## src/ascon_pkg.sv

```systemverilog
// Shared types and constants for the Ascon-AEAD128 cipher block.
// No dependencies; used by every module under src.
package ascon_pkg;

  // Packed widths of the stream payloads.
  localparam int unsigned DATA_W  = 136;
  localparam int unsigned LANE_W  = 64;
  localparam int unsigned COUNT_W = 5;
  localparam int unsigned IDX_W   = 4;

  // Full block size in bytes.
  localparam logic [COUNT_W-1:0] FULL_BYTES = 5'd16;

  // Configuration register indexes.
  localparam logic [1:0] REG_KEY_LOW  = 2'd0;
  localparam logic [1:0] REG_KEY_HIGH = 2'd1;
  localparam logic [1:0] REG_MODE     = 2'd2;

  // Input operations and result kinds.
  localparam logic OP_START = 1'b0;
  localparam logic OP_DATA  = 1'b1;
  localparam logic KIND_DATA = 1'b0;
  localparam logic KIND_TAG  = 1'b1;

  // Initial value and domain separation constant.
  localparam logic [LANE_W-1:0] ASCON_IV   = 64'h0000_1000_808C_0001;
  localparam logic [LANE_W-1:0] DOMAIN_BIT = 64'h8000_0000_0000_0000;

  // Round constant slots: 12 rounds start at slot 0, 8 rounds at slot 4.
  localparam logic [IDX_W-1:0] FIRST_OF_12 = 4'd0;
  localparam logic [IDX_W-1:0] FIRST_OF_8  = 4'd4;
  localparam logic [IDX_W-1:0] LAST_ROUND  = 4'd11;

  localparam logic [7:0] ROUND_CONST [12] = '{
    8'hF0, 8'hE1, 8'hD2, 8'hC3, 8'hB4, 8'hA5,
    8'h96, 8'h87, 8'h78, 8'h69, 8'h5A, 8'h4B
  };

  // The five 64-bit lanes of the permutation state.
  typedef logic [4:0][LANE_W-1:0] lanes_t;

  // Controls handed from the sequencer to the absorb logic.
  typedef struct packed {
    logic               decrypt;
    logic               pad_en;
    logic [COUNT_W-1:0] nbytes;
  } absorb_ctl_t;

endpackage

```

## src/ascon_round.sv

```systemverilog
// One round of the Ascon permutation: constant addition, S-box layer and
// linear diffusion layer. Depends on ascon_pkg.
module ascon_round (
  input  ascon_pkg::lanes_t            x,
  input  logic [ascon_pkg::IDX_W-1:0]  rc_idx,
  output ascon_pkg::lanes_t            y
);
  import ascon_pkg::*;

  function automatic logic [LANE_W-1:0] rotr(input logic [LANE_W-1:0] v,
                                              input int unsigned k);
    rotr = (v >> k) | (v << (LANE_W - k));
  endfunction

  always_comb begin
    lanes_t a;
    logic [LANE_W-1:0] t0, t1, t2, t3, t4;
    a = x;
    // Constant addition.
    a[2] = a[2] ^ {56'd0, ROUND_CONST[rc_idx]};
    // Substitution layer, bit-sliced 5-bit S-box.
    a[0] = a[0] ^ a[4];
    a[4] = a[4] ^ a[3];
    a[2] = a[2] ^ a[1];
    t0 = ~a[0] & a[1];
    t1 = ~a[1] & a[2];
    t2 = ~a[2] & a[3];
    t3 = ~a[3] & a[4];
    t4 = ~a[4] & a[0];
    a[0] = a[0] ^ t1;
    a[1] = a[1] ^ t2;
    a[2] = a[2] ^ t3;
    a[3] = a[3] ^ t4;
    a[4] = a[4] ^ t0;
    a[1] = a[1] ^ a[0];
    a[0] = a[0] ^ a[4];
    a[3] = a[3] ^ a[2];
    a[2] = ~a[2];
    // Linear diffusion layer.
    y[0] = a[0] ^ rotr(a[0], 19) ^ rotr(a[0], 28);
    y[1] = a[1] ^ rotr(a[1], 61) ^ rotr(a[1], 39);
    y[2] = a[2] ^ rotr(a[2], 1)  ^ rotr(a[2], 6);
    y[3] = a[3] ^ rotr(a[3], 10) ^ rotr(a[3], 17);
    y[4] = a[4] ^ rotr(a[4], 7)  ^ rotr(a[4], 41);
  end

endmodule

```

## src/ascon_absorb.sv

```systemverilog
// Rate absorption for one data block: byte masking, encrypt or decrypt,
// and the 0x01 padding byte of a short final block. Depends on ascon_pkg.
module ascon_absorb (
  input  logic [ascon_pkg::LANE_W-1:0] x0,
  input  logic [ascon_pkg::LANE_W-1:0] x1,
  input  logic [ascon_pkg::LANE_W-1:0] data_low,
  input  logic [ascon_pkg::LANE_W-1:0] data_high,
  input  ascon_pkg::absorb_ctl_t       ctl,
  output logic [ascon_pkg::LANE_W-1:0] x0_next,
  output logic [ascon_pkg::LANE_W-1:0] x1_next,
  output logic [ascon_pkg::LANE_W-1:0] out_low,
  output logic [ascon_pkg::LANE_W-1:0] out_high
);
  import ascon_pkg::*;

  logic [LANE_W-1:0] m0, m1, pad0, pad1;
  logic [LANE_W-1:0] p0, p1, s0, s1;

  // Byte masks and pad positions, one byte lane at a time.
  always_comb begin
    for (int b = 0; b < 8; b++) begin
      m0[8*b +: 8]   = (ctl.nbytes > COUNT_W'(b))     ? 8'hFF : 8'h00;
      m1[8*b +: 8]   = (ctl.nbytes > COUNT_W'(b + 8)) ? 8'hFF : 8'h00;
      pad0[8*b +: 8] = {7'd0, ctl.pad_en && (ctl.nbytes == COUNT_W'(b))};
      pad1[8*b +: 8] = {7'd0, ctl.pad_en && (ctl.nbytes == COUNT_W'(b + 8))};
    end
  end

  // Decryption replaces the rate by the ciphertext; encryption XORs it in.
  always_comb begin
    if (ctl.decrypt) begin
      p0 = (x0 ^ data_low) & m0;
      p1 = (x1 ^ data_high) & m1;
      s0 = x0 ^ p0;
      s1 = x1 ^ p1;
      out_low  = p0;
      out_high = p1;
    end else begin
      p0 = data_low & m0;
      p1 = data_high & m1;
      s0 = x0 ^ p0;
      s1 = x1 ^ p1;
      out_low  = s0 & m0;
      out_high = s1 & m1;
    end
    x0_next = s0 ^ pad0;
    x1_next = s1 ^ pad1;
  end

endmodule

```

## src/ascon_aead128_cipher.sv

```systemverilog
// Ascon-AEAD128 cipher top level: one permutation round per cycle under a sequencer.
// Start transaction: accept, then 12 rounds, no result.
// Data block: accept, absorb (result issued), then 8 rounds if not final.
// Final block: absorb, 8 more rounds when it holds 16 bytes, 12 rounds, then the tag.
// The single round unit sets the rate; the input is not ready while rounds run.
// Synchronous reset clears the state lanes, key, mode and all handshake state.
module ascon_aead128_cipher (
  input  logic                          clk,
  input  logic                          rst,
  // Configuration write channel.
  input  logic                          cfg_valid,
  output logic                          cfg_ready,
  input  logic [1:0]                    cfg_index,
  input  logic [ascon_pkg::LANE_W-1:0]  cfg_data,
  // Input stream.
  input  logic                          s_tvalid,
  output logic                          s_tready,
  input  logic [ascon_pkg::DATA_W-1:0]  s_tdata,  // data_low, data_high, byte_count
  input  logic                          s_tuser,  // operation
  input  logic                          s_tlast,  // final_block
  // Result stream.
  output logic                          m_tvalid,
  input  logic                          m_tready,
  output logic [ascon_pkg::DATA_W-1:0]  m_tdata,  // out_low, out_high, out_bytes
  output logic                          m_tuser,  // result_kind
  output logic                          m_tlast   // last_of_run
);
  import ascon_pkg::*;

  localparam logic [1:0] S_IDLE   = 2'd0;
  localparam logic [1:0] S_ABSORB = 2'd1;
  localparam logic [1:0] S_ROUND  = 2'd2;
  localparam logic [1:0] S_TAG    = 2'd3;

  // Action taken after the last round of a run.
  localparam logic [1:0] POST_INIT = 2'd0;
  localparam logic [1:0] POST_NONE = 2'd1;
  localparam logic [1:0] POST_PAD  = 2'd2;
  localparam logic [1:0] POST_TAG  = 2'd3;

  logic [1:0]         state;
  logic [1:0]         post;
  logic [IDX_W-1:0]   rc_idx;
  lanes_t             lanes;
  logic [LANE_W-1:0]  key_low, key_high;
  logic               cipher_mode;

  logic [LANE_W-1:0]  in_low, in_high;
  logic [COUNT_W-1:0] in_bytes;
  logic               in_final;

  logic [LANE_W-1:0]  out_low, out_high;
  logic [COUNT_W-1:0] out_bytes;
  logic               out_kind, out_last;

  lanes_t             round_out;
  absorb_ctl_t        actl;
  logic [LANE_W-1:0]  ab_x0, ab_x1, ab_lo, ab_hi;
  logic               out_free;
  logic [COUNT_W-1:0] s_bytes;

  assign cfg_ready = 1'b1;
  assign s_tready  = (state == S_IDLE);
  assign out_free  = !m_tvalid || m_tready;

  // Configuration registers.
  always_ff @(posedge clk) begin
    if (rst) begin
      key_low     <= '0;
      key_high    <= '0;
      cipher_mode <= 1'b0;
    end else if (cfg_valid && cfg_ready) begin
      unique case (cfg_index)
        REG_KEY_LOW:  key_low     <= cfg_data;
        REG_KEY_HIGH: key_high    <= cfg_data;
        REG_MODE:     cipher_mode <= cfg_data[0];
        default: ;
      endcase
    end
  end

  // Shared round unit and absorb logic.
  ascon_round u_round (
    .x      (lanes),
    .rc_idx (rc_idx),
    .y      (round_out)
  );

  assign actl.decrypt = cipher_mode;
  assign actl.pad_en  = in_final && (in_bytes != FULL_BYTES);
  assign actl.nbytes  = in_bytes;

  ascon_absorb u_absorb (
    .x0        (lanes[0]),
    .x1        (lanes[1]),
    .data_low  (in_low),
    .data_high (in_high),
    .ctl       (actl),
    .x0_next   (ab_x0),
    .x1_next   (ab_x1),
    .out_low   (ab_lo),
    .out_high  (ab_hi)
  );

  // Byte count above sixteen, or on a non-final block, counts as a full block.
  assign s_bytes = (!s_tlast || s_tdata[132:128] > FULL_BYTES) ? FULL_BYTES
                                                                : s_tdata[132:128];

  // Sequencer and permutation state.
  always_ff @(posedge clk) begin
    if (rst) begin
      state  <= S_IDLE;
      post   <= POST_NONE;
      rc_idx <= '0;
      lanes  <= '0;
    end else begin
      unique case (state)
        S_IDLE: begin
          if (s_tvalid) begin
            if (s_tuser == OP_START) begin
              lanes  <= {s_tdata[127:64], s_tdata[63:0], key_high, key_low, ASCON_IV};
              rc_idx <= FIRST_OF_12;
              post   <= POST_INIT;
              state  <= S_ROUND;
            end else begin
              state <= S_ABSORB;
            end
          end
        end
        S_ABSORB: begin
          if (out_free) begin
            lanes[0] <= ab_x0;
            lanes[1] <= ab_x1;
            state    <= S_ROUND;
            if (!in_final) begin
              rc_idx <= FIRST_OF_8;
              post   <= POST_NONE;
            end else if (in_bytes == FULL_BYTES) begin
              rc_idx <= FIRST_OF_8;
              post   <= POST_PAD;
            end else begin
              lanes[2] <= lanes[2] ^ key_low;
              lanes[3] <= lanes[3] ^ key_high;
              rc_idx   <= FIRST_OF_12;
              post     <= POST_TAG;
            end
          end
        end
        S_ROUND: begin
          lanes <= round_out;
          if (rc_idx == LAST_ROUND) begin
            rc_idx <= '0;
            unique case (post)
              POST_INIT: begin
                lanes[3] <= round_out[3] ^ key_low;
                lanes[4] <= round_out[4] ^ key_high ^ DOMAIN_BIT;
                state    <= S_IDLE;
              end
              POST_PAD: begin
                // Empty padded block closes a message of whole blocks.
                lanes[0] <= round_out[0] ^ 64'd1;
                lanes[2] <= round_out[2] ^ key_low;
                lanes[3] <= round_out[3] ^ key_high;
                rc_idx   <= FIRST_OF_12;
                post     <= POST_TAG;
              end
              POST_TAG: state <= S_TAG;
              default:  state <= S_IDLE;
            endcase
          end else begin
            rc_idx <= rc_idx + IDX_W'(1);
          end
        end
        S_TAG: begin
          if (out_free) state <= S_IDLE;
        end
        default: state <= S_IDLE;
      endcase
    end
  end

  // Input holding registers.
  always_ff @(posedge clk) begin
    if (s_tvalid && s_tready) begin
      in_low   <= s_tdata[63:0];
      in_high  <= s_tdata[127:64];
      in_bytes <= s_bytes;
      in_final <= s_tlast;
    end
  end

  // Output register: data result from the absorb cycle, tag from the tag cycle.
  always_ff @(posedge clk) begin
    if (rst) begin
      m_tvalid <= 1'b0;
    end else if (state == S_ABSORB && out_free) begin
      m_tvalid <= 1'b1;
    end else if (state == S_TAG && out_free) begin
      m_tvalid <= 1'b1;
    end else if (m_tready) begin
      m_tvalid <= 1'b0;
    end
  end

  always_ff @(posedge clk) begin
    if (state == S_ABSORB && out_free) begin
      out_kind  <= KIND_DATA;
      out_low   <= ab_lo;
      out_high  <= ab_hi;
      out_bytes <= in_bytes;
      out_last  <= !in_final;
    end else if (state == S_TAG && out_free) begin
      out_kind  <= KIND_TAG;
      out_low   <= lanes[3] ^ key_low;
      out_high  <= lanes[4] ^ key_high;
      out_bytes <= FULL_BYTES;
      out_last  <= 1'b1;
    end
  end

  assign m_tdata = {3'd0, out_bytes, out_high, out_low};
  assign m_tuser = out_kind;
  assign m_tlast = out_last;

  // The round slot never runs past the last round constant.
  a_rc_bound: assert property (@(posedge clk) disable iff (rst)
    rc_idx <= LAST_ROUND)
    else $error("round slot out of range");

  // A run of rounds ends only after the last round constant.
  a_round_end: assert property (@(posedge clk) disable iff (rst)
    (!$past(rst) && state == S_IDLE && $past(state) == S_ROUND)
      |-> $past(rc_idx) == LAST_ROUND)
    else $error("round run left early");

  // A pending tag waits while the output register is still occupied.
  a_tag_wait: assert property (@(posedge clk) disable iff (rst)
    (state == S_TAG && !out_free) |=> state == S_TAG)
    else $error("tag dropped while output busy");

endmodule
```

## config.mk

```make
export PLATFORM = sky130hd
export DESIGN_NAME = ascon_aead128_cipher
export DESIGN_NICKNAME = d
export VERILOG_FILES = /design/src/ascon_pkg.sv /design/src/ascon_round.sv /design/src/ascon_absorb.sv /design/src/ascon_aead128_cipher.sv
export SDC_FILE = /design/constraint.sdc
export NUM_CORES = 2
export LEC_CHECK = 0
export BUFFER_PORTS_ARGS = -buffer_cell sky130_fd_sc_hd__clkbuf_2
export CELL_PAD_IN_SITES_DETAIL_PLACEMENT = 1
export CELL_PAD_IN_SITES_GLOBAL_PLACEMENT = 1
export CORE_AREA = 2 2 387 389
export CTS_BUF_LIST = sky130_fd_sc_hd__clkbuf_16
export DETAILED_ROUTE_END_ITERATION = 7
export DIE_AREA = 0 0 389 391
export PLACE_DENSITY = 0.76
export SKIP_LAST_GASP = 1
export SLEW_MARGIN = 40
export SYNTH_ARGS = -nofsm -noshare
export SYNTH_HDL_FRONTEND = slang
export SYNTH_SLANG_ARGS = --single-unit
```

## constraint.sdc

```tcl
create_clock -name clk -period 10.2 [get_ports clk]
set_clock_uncertainty 0.2 [all_clocks]
set_input_delay 0.51 -clock clk [delete_from_list [all_inputs] [get_ports clk]]
set_output_delay 0.51 -clock clk [all_outputs]
set_load 0.005 [all_outputs]
```

Yosys cells after proc, flatten, opt, wreduce, memory -nomap -nowiden
Memories as Yosys holds them, arrays and structs flattened.
Cells that the tools add are included.

word-level totals
  memories kept = 1
  word-level logic and storage cells = 252
  ROM bits = 128
  bits in latches = 0
  register bits = 727
  bits in writable memories = 0

memory list
  name              words  width  read ports  clocked after Yosys merged registers in  write ports  RTL line           RTL
  (name not given)  16     8      1           0                                        0            ascon_round.sv:20  a[2] = a[2] ^ {56'd0, ROUND_CONST[rc_idx]};

cells by class
  bitwise logic cells = 68
  $lt $le $gt $ge = 18
  shift-type cells = 0
  reductions and logical operators = 41
  muxes and demuxes = 68
  divide/modulo/power cells = 0
  $add $sub $neg = 1
  equal/unequal tests = 34
  $mul = 0

operators by type and width
  cell                                                  count
  bitwise XOR 64 bit                                    35
  case mux 256 bit (3 select lines)                     1
  AND 64 bit                                            11
  2-to-1 mux 320 bit                                    2
  2-to-1 mux 64 bit                                     10
  inverter 64 bit                                       6
  2-to-1 mux 128 bit                                    2
  2-to-1 mux 256 bit                                    1
  case mux 64 bit (2 select lines)                      2
  2-to-1 mux 192 bit                                    1
  2-to-1 mux 8 bit                                      18
  bitwise XOR 64 x 57 -> 64 bit                         2
  bitwise OR 23 x 64 -> 64 bit                          1
  bitwise OR 25 x 64 -> 64 bit                          1
  bitwise OR 3 x 64 -> 64 bit                           1
  bitwise OR 36 x 64 -> 64 bit                          1
  bitwise OR 45 x 64 -> 64 bit                          1
  bitwise OR 47 x 64 -> 64 bit                          1
  bitwise OR 54 x 64 -> 64 bit                          1
  bitwise OR 57 x 64 -> 64 bit                          1
  bitwise OR 58 x 64 -> 64 bit                          1
  bitwise OR 63 x 64 -> 64 bit                          1
  bitwise XOR 64 x 8 -> 64 bit                          1
  equality test 5 x 4 -> 1 bit (second input constant)  8
  other kinds (40)                                      120

Longest topological paths before layout
  word-level depth = 16
  gate-level depth with buffers = 11
  depth with buffers taken out = 9

Cells and area by module
Synthesis repeated with hierarchy kept, for this count alone.

second synthesis, totals
  cells, all modules = 6464
  area total of the unflattened synthesis = 55789.8 um^2

modules (own cells, without submodules)
  module                cells an instance  seq. area each (um^2)  times used  area each (um^2)
  ascon_aead128_cipher  3844               17236.5                1           34444.3
  ascon_round           1804               0.0                    1           16246.8
  ascon_absorb          816                0.0                    1           5098.6

Least setup slack after synthesis
Ideal clock, no wire load.

  kind = register -> register
  start point = register state[1]
  end point = register out_last, in the netlist m_tlast, enable pin
  arrival time = 6.915 ns
  library setup time = 0.630 ns
  required time = 9.370 ns
  path slack = 2.456 ns
  stages on the path, launching flop included = 8
  period minus slack after synthesis = 7.744 ns
  path through = dfxtp_1 inv_1 ha_1 clkbuf_2 clkbuf_1 clkbuf_1 nor2_1 nor2_1

between the ends
  longest elaborated chain between the ends = 3
  elaborated cells between the ends (all ways) = 5
  classes of those cells = eq/ne (2); reduce/logical (3)

ends and longest elaborated chain
  what                                                                        RTL line                                                  RTL
  from (decl)                                                                 ascon_aead128_cipher.sv:41                                logic [1:0] state;
  from (signal assigned)                                                      ascon_aead128_cipher.sv:112                               state <= S_IDLE;
  from (signal assigned)                                                      ascon_aead128_cipher.sv:124                               state <= S_ROUND;
  from (signal assigned)                                                      ascon_aead128_cipher.sv:126                               state <= S_ABSORB;
  equality test 2 x 1 -> 1 bit / equality test 2 bit (equally long branches)  ascon_aead128_cipher.sv:206, ascon_aead128_cipher.sv:212
  logical AND 1 bit (on tied branches)                                        ascon_aead128_cipher.sv:206, ascon_aead128_cipher.sv:212
  nonzero test 2 bit (no source line) (*)                                     --
  to (signal assigned)                                                        ascon_aead128_cipher.sv:211                               out_last <= !in_final;
  to (decl)                                                                   ascon_aead128_cipher.sv:54                                logic out_kind, out_last;

Every way passes the cells marked *; elsewhere a longest branch is shown, timed or not.
A chain may end at the register's enable or synchronous reset.

Final worst setup path
  start point = register state[0]
  end point = register lanes[226] (netlist bit)

between the ends
  longest elaborated chain between the ends = 3
  elaborated cells between the ends (all ways) = 11
  classes of those cells = eq/ne (7); mux (1); reduce/logical (3)

ends and longest elaborated chain
  what                                                                                 RTL line                     RTL
  equality test 2 x 1 -> 1 bit (tied with other cells)                                 ascon_aead128_cipher.sv:117  unique case (state)
  inequality test 2 bit (no source line) / nonzero test 3 bit (equally long branches)  --
  AND reduction 6 bit (no source line)                                                 --
  to (signal assigned)                                                                 ascon_aead128_cipher.sv:121  lanes <= {s_tdata[127:64], s_tdata[63:0], key_high, key_low, ASCON_IV};
  to (signal assigned)                                                                 ascon_aead128_cipher.sv:150  lanes <= round_out;
  to (decl)                                                                            ascon_aead128_cipher.sv:44   lanes_t lanes;

Several ways; a longest one is shown, not always the timed one.

==> flow_metrics.py <==
metrics = {
    "place": {
        "finalWeightedCongestion": 1.164,
        "portBuffers": 342,
        "post-dp-hpwl_um": 259000,
    },
    "floorplanning": {
        "dieArea_um2": 152100,
        "pin_count": 350,
        "chipHeight_um": 391,
        "dieWidth_um": 389,
        "fp.coreArea_um2": 148500,
        "rows": 142,
        "start_util_pct": 39.51,
    },
    "cts": {
        "cts_sinks": 727,
        "path_clk_slew_ps": 60,
        "cts_setup_buffers": 0,
        "numCtsBuffers": 92,
        "worstSkewPairLatency_ps": 790,
        "root_buffer": "clkbuf_16",
        "h-tree-depth": 3,
        "cts_buffer_depth": 3,
        "cts_tree": "done",
    },
    "logic_synthesis": {
        "ys_async_sr_fraction_pct": 0,
        "synth_cell_types": 82,
        "ys.flop_type": "dfxtp_1",
        "yosysWarnings": 0,
        "synth_commonest_cells": "xnor2_1, nand2_1, o21ai_0",
        "seq_area_frac_synth_pct": 29.37,
        "synth_area_um2": 58680,
        "synth.area.top_cells": "dfxtp_1, edfxtp_1, xnor2_1",
        "synth_top_area_share_pct": 15.66,
        "syn_inst": 6401,
        "yosysMostFrequentCell": "xnor2_1",
        "yosys.area.top_type": "dfxtp_1",
        "ys_ff_latch": 727,
        "syn_area_per_cell_um2": 9.168,
        "synth_edf_count": 268,
    },
    "layout": {
        "nFillCells": 16724,
        "final_nets": 7041,
        "drive_gt1_share_pct": 13.93,
        "syn_to_final_growth_pct": 17.06,
    },
    "route": {
        "antenna_left": 0,
        "drc": 0,
        "first_pass_iters": 6,
        "drt-vias-per-instance": 6.804,
        "via_count": 59525,
        "drt_iter0_drc": 7965,
        "wire_per_inst_um": 39.68,
        "routed_wl_um": 347200,
    },
    "setup_path": {
        "arrival_ps": 5370,
        "path_class": "reg2reg",
        "worst_setup_path_end_kind": "flop",
        "required_ps": 10640,
        "critical_path_peak_fanout": 66,
        "reg2regPathDepth": 8,
        "worstSetupStartpointType": "flop",
    },
    "global_route": {
        "grt_pass1_vias": 56664,
        "grt-ovfl-total": 0,
        "grt_max_degree": 151,
        "grt_util_all_layers_pct": 44.19,
        "grt_antenna_before_repair": 39,
        "grt_pass1_wl_um": 467000,
    },
    "sta": {
        "slew_headroom_pct": 30.41,
        "rsz0062_at_grt": "false",
        "worst_slew_pin_slew_ps": 1036,
        "slew_viol_final": 0,
        "setup_tns_ps": 0,
        "fin_crit_sh_pct": 48.33,
        "finalHoldViolations": 0,
        "finalSetupViolCount": 0,
        "min_period_ps": 4929,
        "fmax_ghz": 0.2029,
    },
    "min_path": {
        "whs_path_depth": 3,
        "hold_class": "in2reg",
    },
    "flow_run": {
        "maxCapViolCount": 0,
    },
    "run_status": {
        "status": "finished, final reports clean",
    },
}
## routing by layer
layer / routed length, um / track usage (%)
met1: 129300 / 53.97
met2: 142800 / 63.59
met3: 42900 / 15.10
met4: 31980 / 34.38
met5: 210 / 0
## state kept, by name, summed over array words and instances (netlist names)
name	flops
cipher_mode	1
in_bytes	5
in_final	1
in_high	64
in_low	64
key_high	64
key_low	64
lanes	320
m_tlast	1
m_tuser	1
m_tvalid	1
out_bytes	5
out_high	64
out_low	64
post	2
rc_idx	4
state	2
## through the flow
stage	instances	utilization, %	hold slack (ps)	cell area, um^2	worst slack (ps)
2_1_floorplan	6403	-	260.4	58690	2456
3_3_place_gp	8336	41.90	297.4	62230	5263
3_5_place_dp	8339	42.58	296.7	63250	5449
4_1_cts	8714	46.02	35.91	68350	5450
5_1_grt	8723	46.21	83.16	68630	5247
6_report	8749	46.25	63.12	68690	5271
## final timing paths
| kind | from | endpoint | slack, ps |
|---|---|---|---|
| worst max-delay path | state[0]$_SDFFE_PP0P_ | lanes[226]$_SDFFE_PP0P_ | 5270 |
| worst min-delay path | m_tready | m_tvalid$_SDFFE_PP0P_ | 60 |
| worst max register to register | state[0]$_SDFFE_PP0P_ | lanes[226]$_SDFFE_PP0P_ | 5270 |
| worst min register to register | lanes[98]$_SDFFE_PP0P_ | lanes[98]$_SDFFE_PP0P_ | 310 |
## cells by family (layout without fill, tap and decap cells)
family | count (synthesis) | after routing | share of synthesized area (%)
compound gates | 2095 | 2095 | 24.04
fa+ha+maj | 133 | 133 | 2.836
flops | 727 | 727 | 29.37
simple gates | 1339 | 1339 | 10.51
mux | 159 | 159 | 2.802
other cells | 2 | 30 | 0.01280
xor+xnor | 1267 | 1267 | 25.48
buf+inv | 679 | 1055 | 4.942
## cells in the final DEF (no fill, tap or decap), types with 170 or more instances in the layout
cell | netlist | routed
xnor2_1 | 722 | 619
nand2_1 | 534 | 530
o21ai_0 | 522 | 503
dfxtp_1 | 459 | 457
a21oi_1 | 438 | 438
clkbuf_2 | 3 | 341
edfxtp_1 | 268 | 268
xor2_1 | 265 | 254
xnor3_1 | 226 | 226
nor2_1 | 225 | 213
o211ai_1 | 201 | 201
dlygate4sd3_1 | 0 | 201
nand3_1 | 188 | 188
buf_4 | 23 | 170
## what timing repair did
| item | 4_1_cts | 5_1_grt |
|---|---|---|
| hold endpoints to repair | 371 | 0 |
| hold buffers | 201 | 0 |
| gates resized for setup | 0 | 0 |
## layout make-up
type	count	area [um^2]	share of cell area, %
tap	1944	2432	3.541
multi-input combinational	4997	39940	58.14
inverter	144	548.0	0.7978
antenna	26	65.06	0.09471
sequential	727	17240	25.10
clock buffer	95	2377	3.461
timing repair buffer	737	5378	7.828
clock inverter	79	711.9	1.036
## worst max-delay path, stage by stage, from the launching register on
cell and delay [ps]:
dfxtp_1 350, inv_1 190, ha_4 300, buf_4 660, buf_4 780, buf_6 610
buf_4 730, a311oi_1 410, a2111oi_1 450
Power is left out: the tool's default activity adds up to more than one toggle a clock period on the data nets, which glitch-free logic cannot reach.
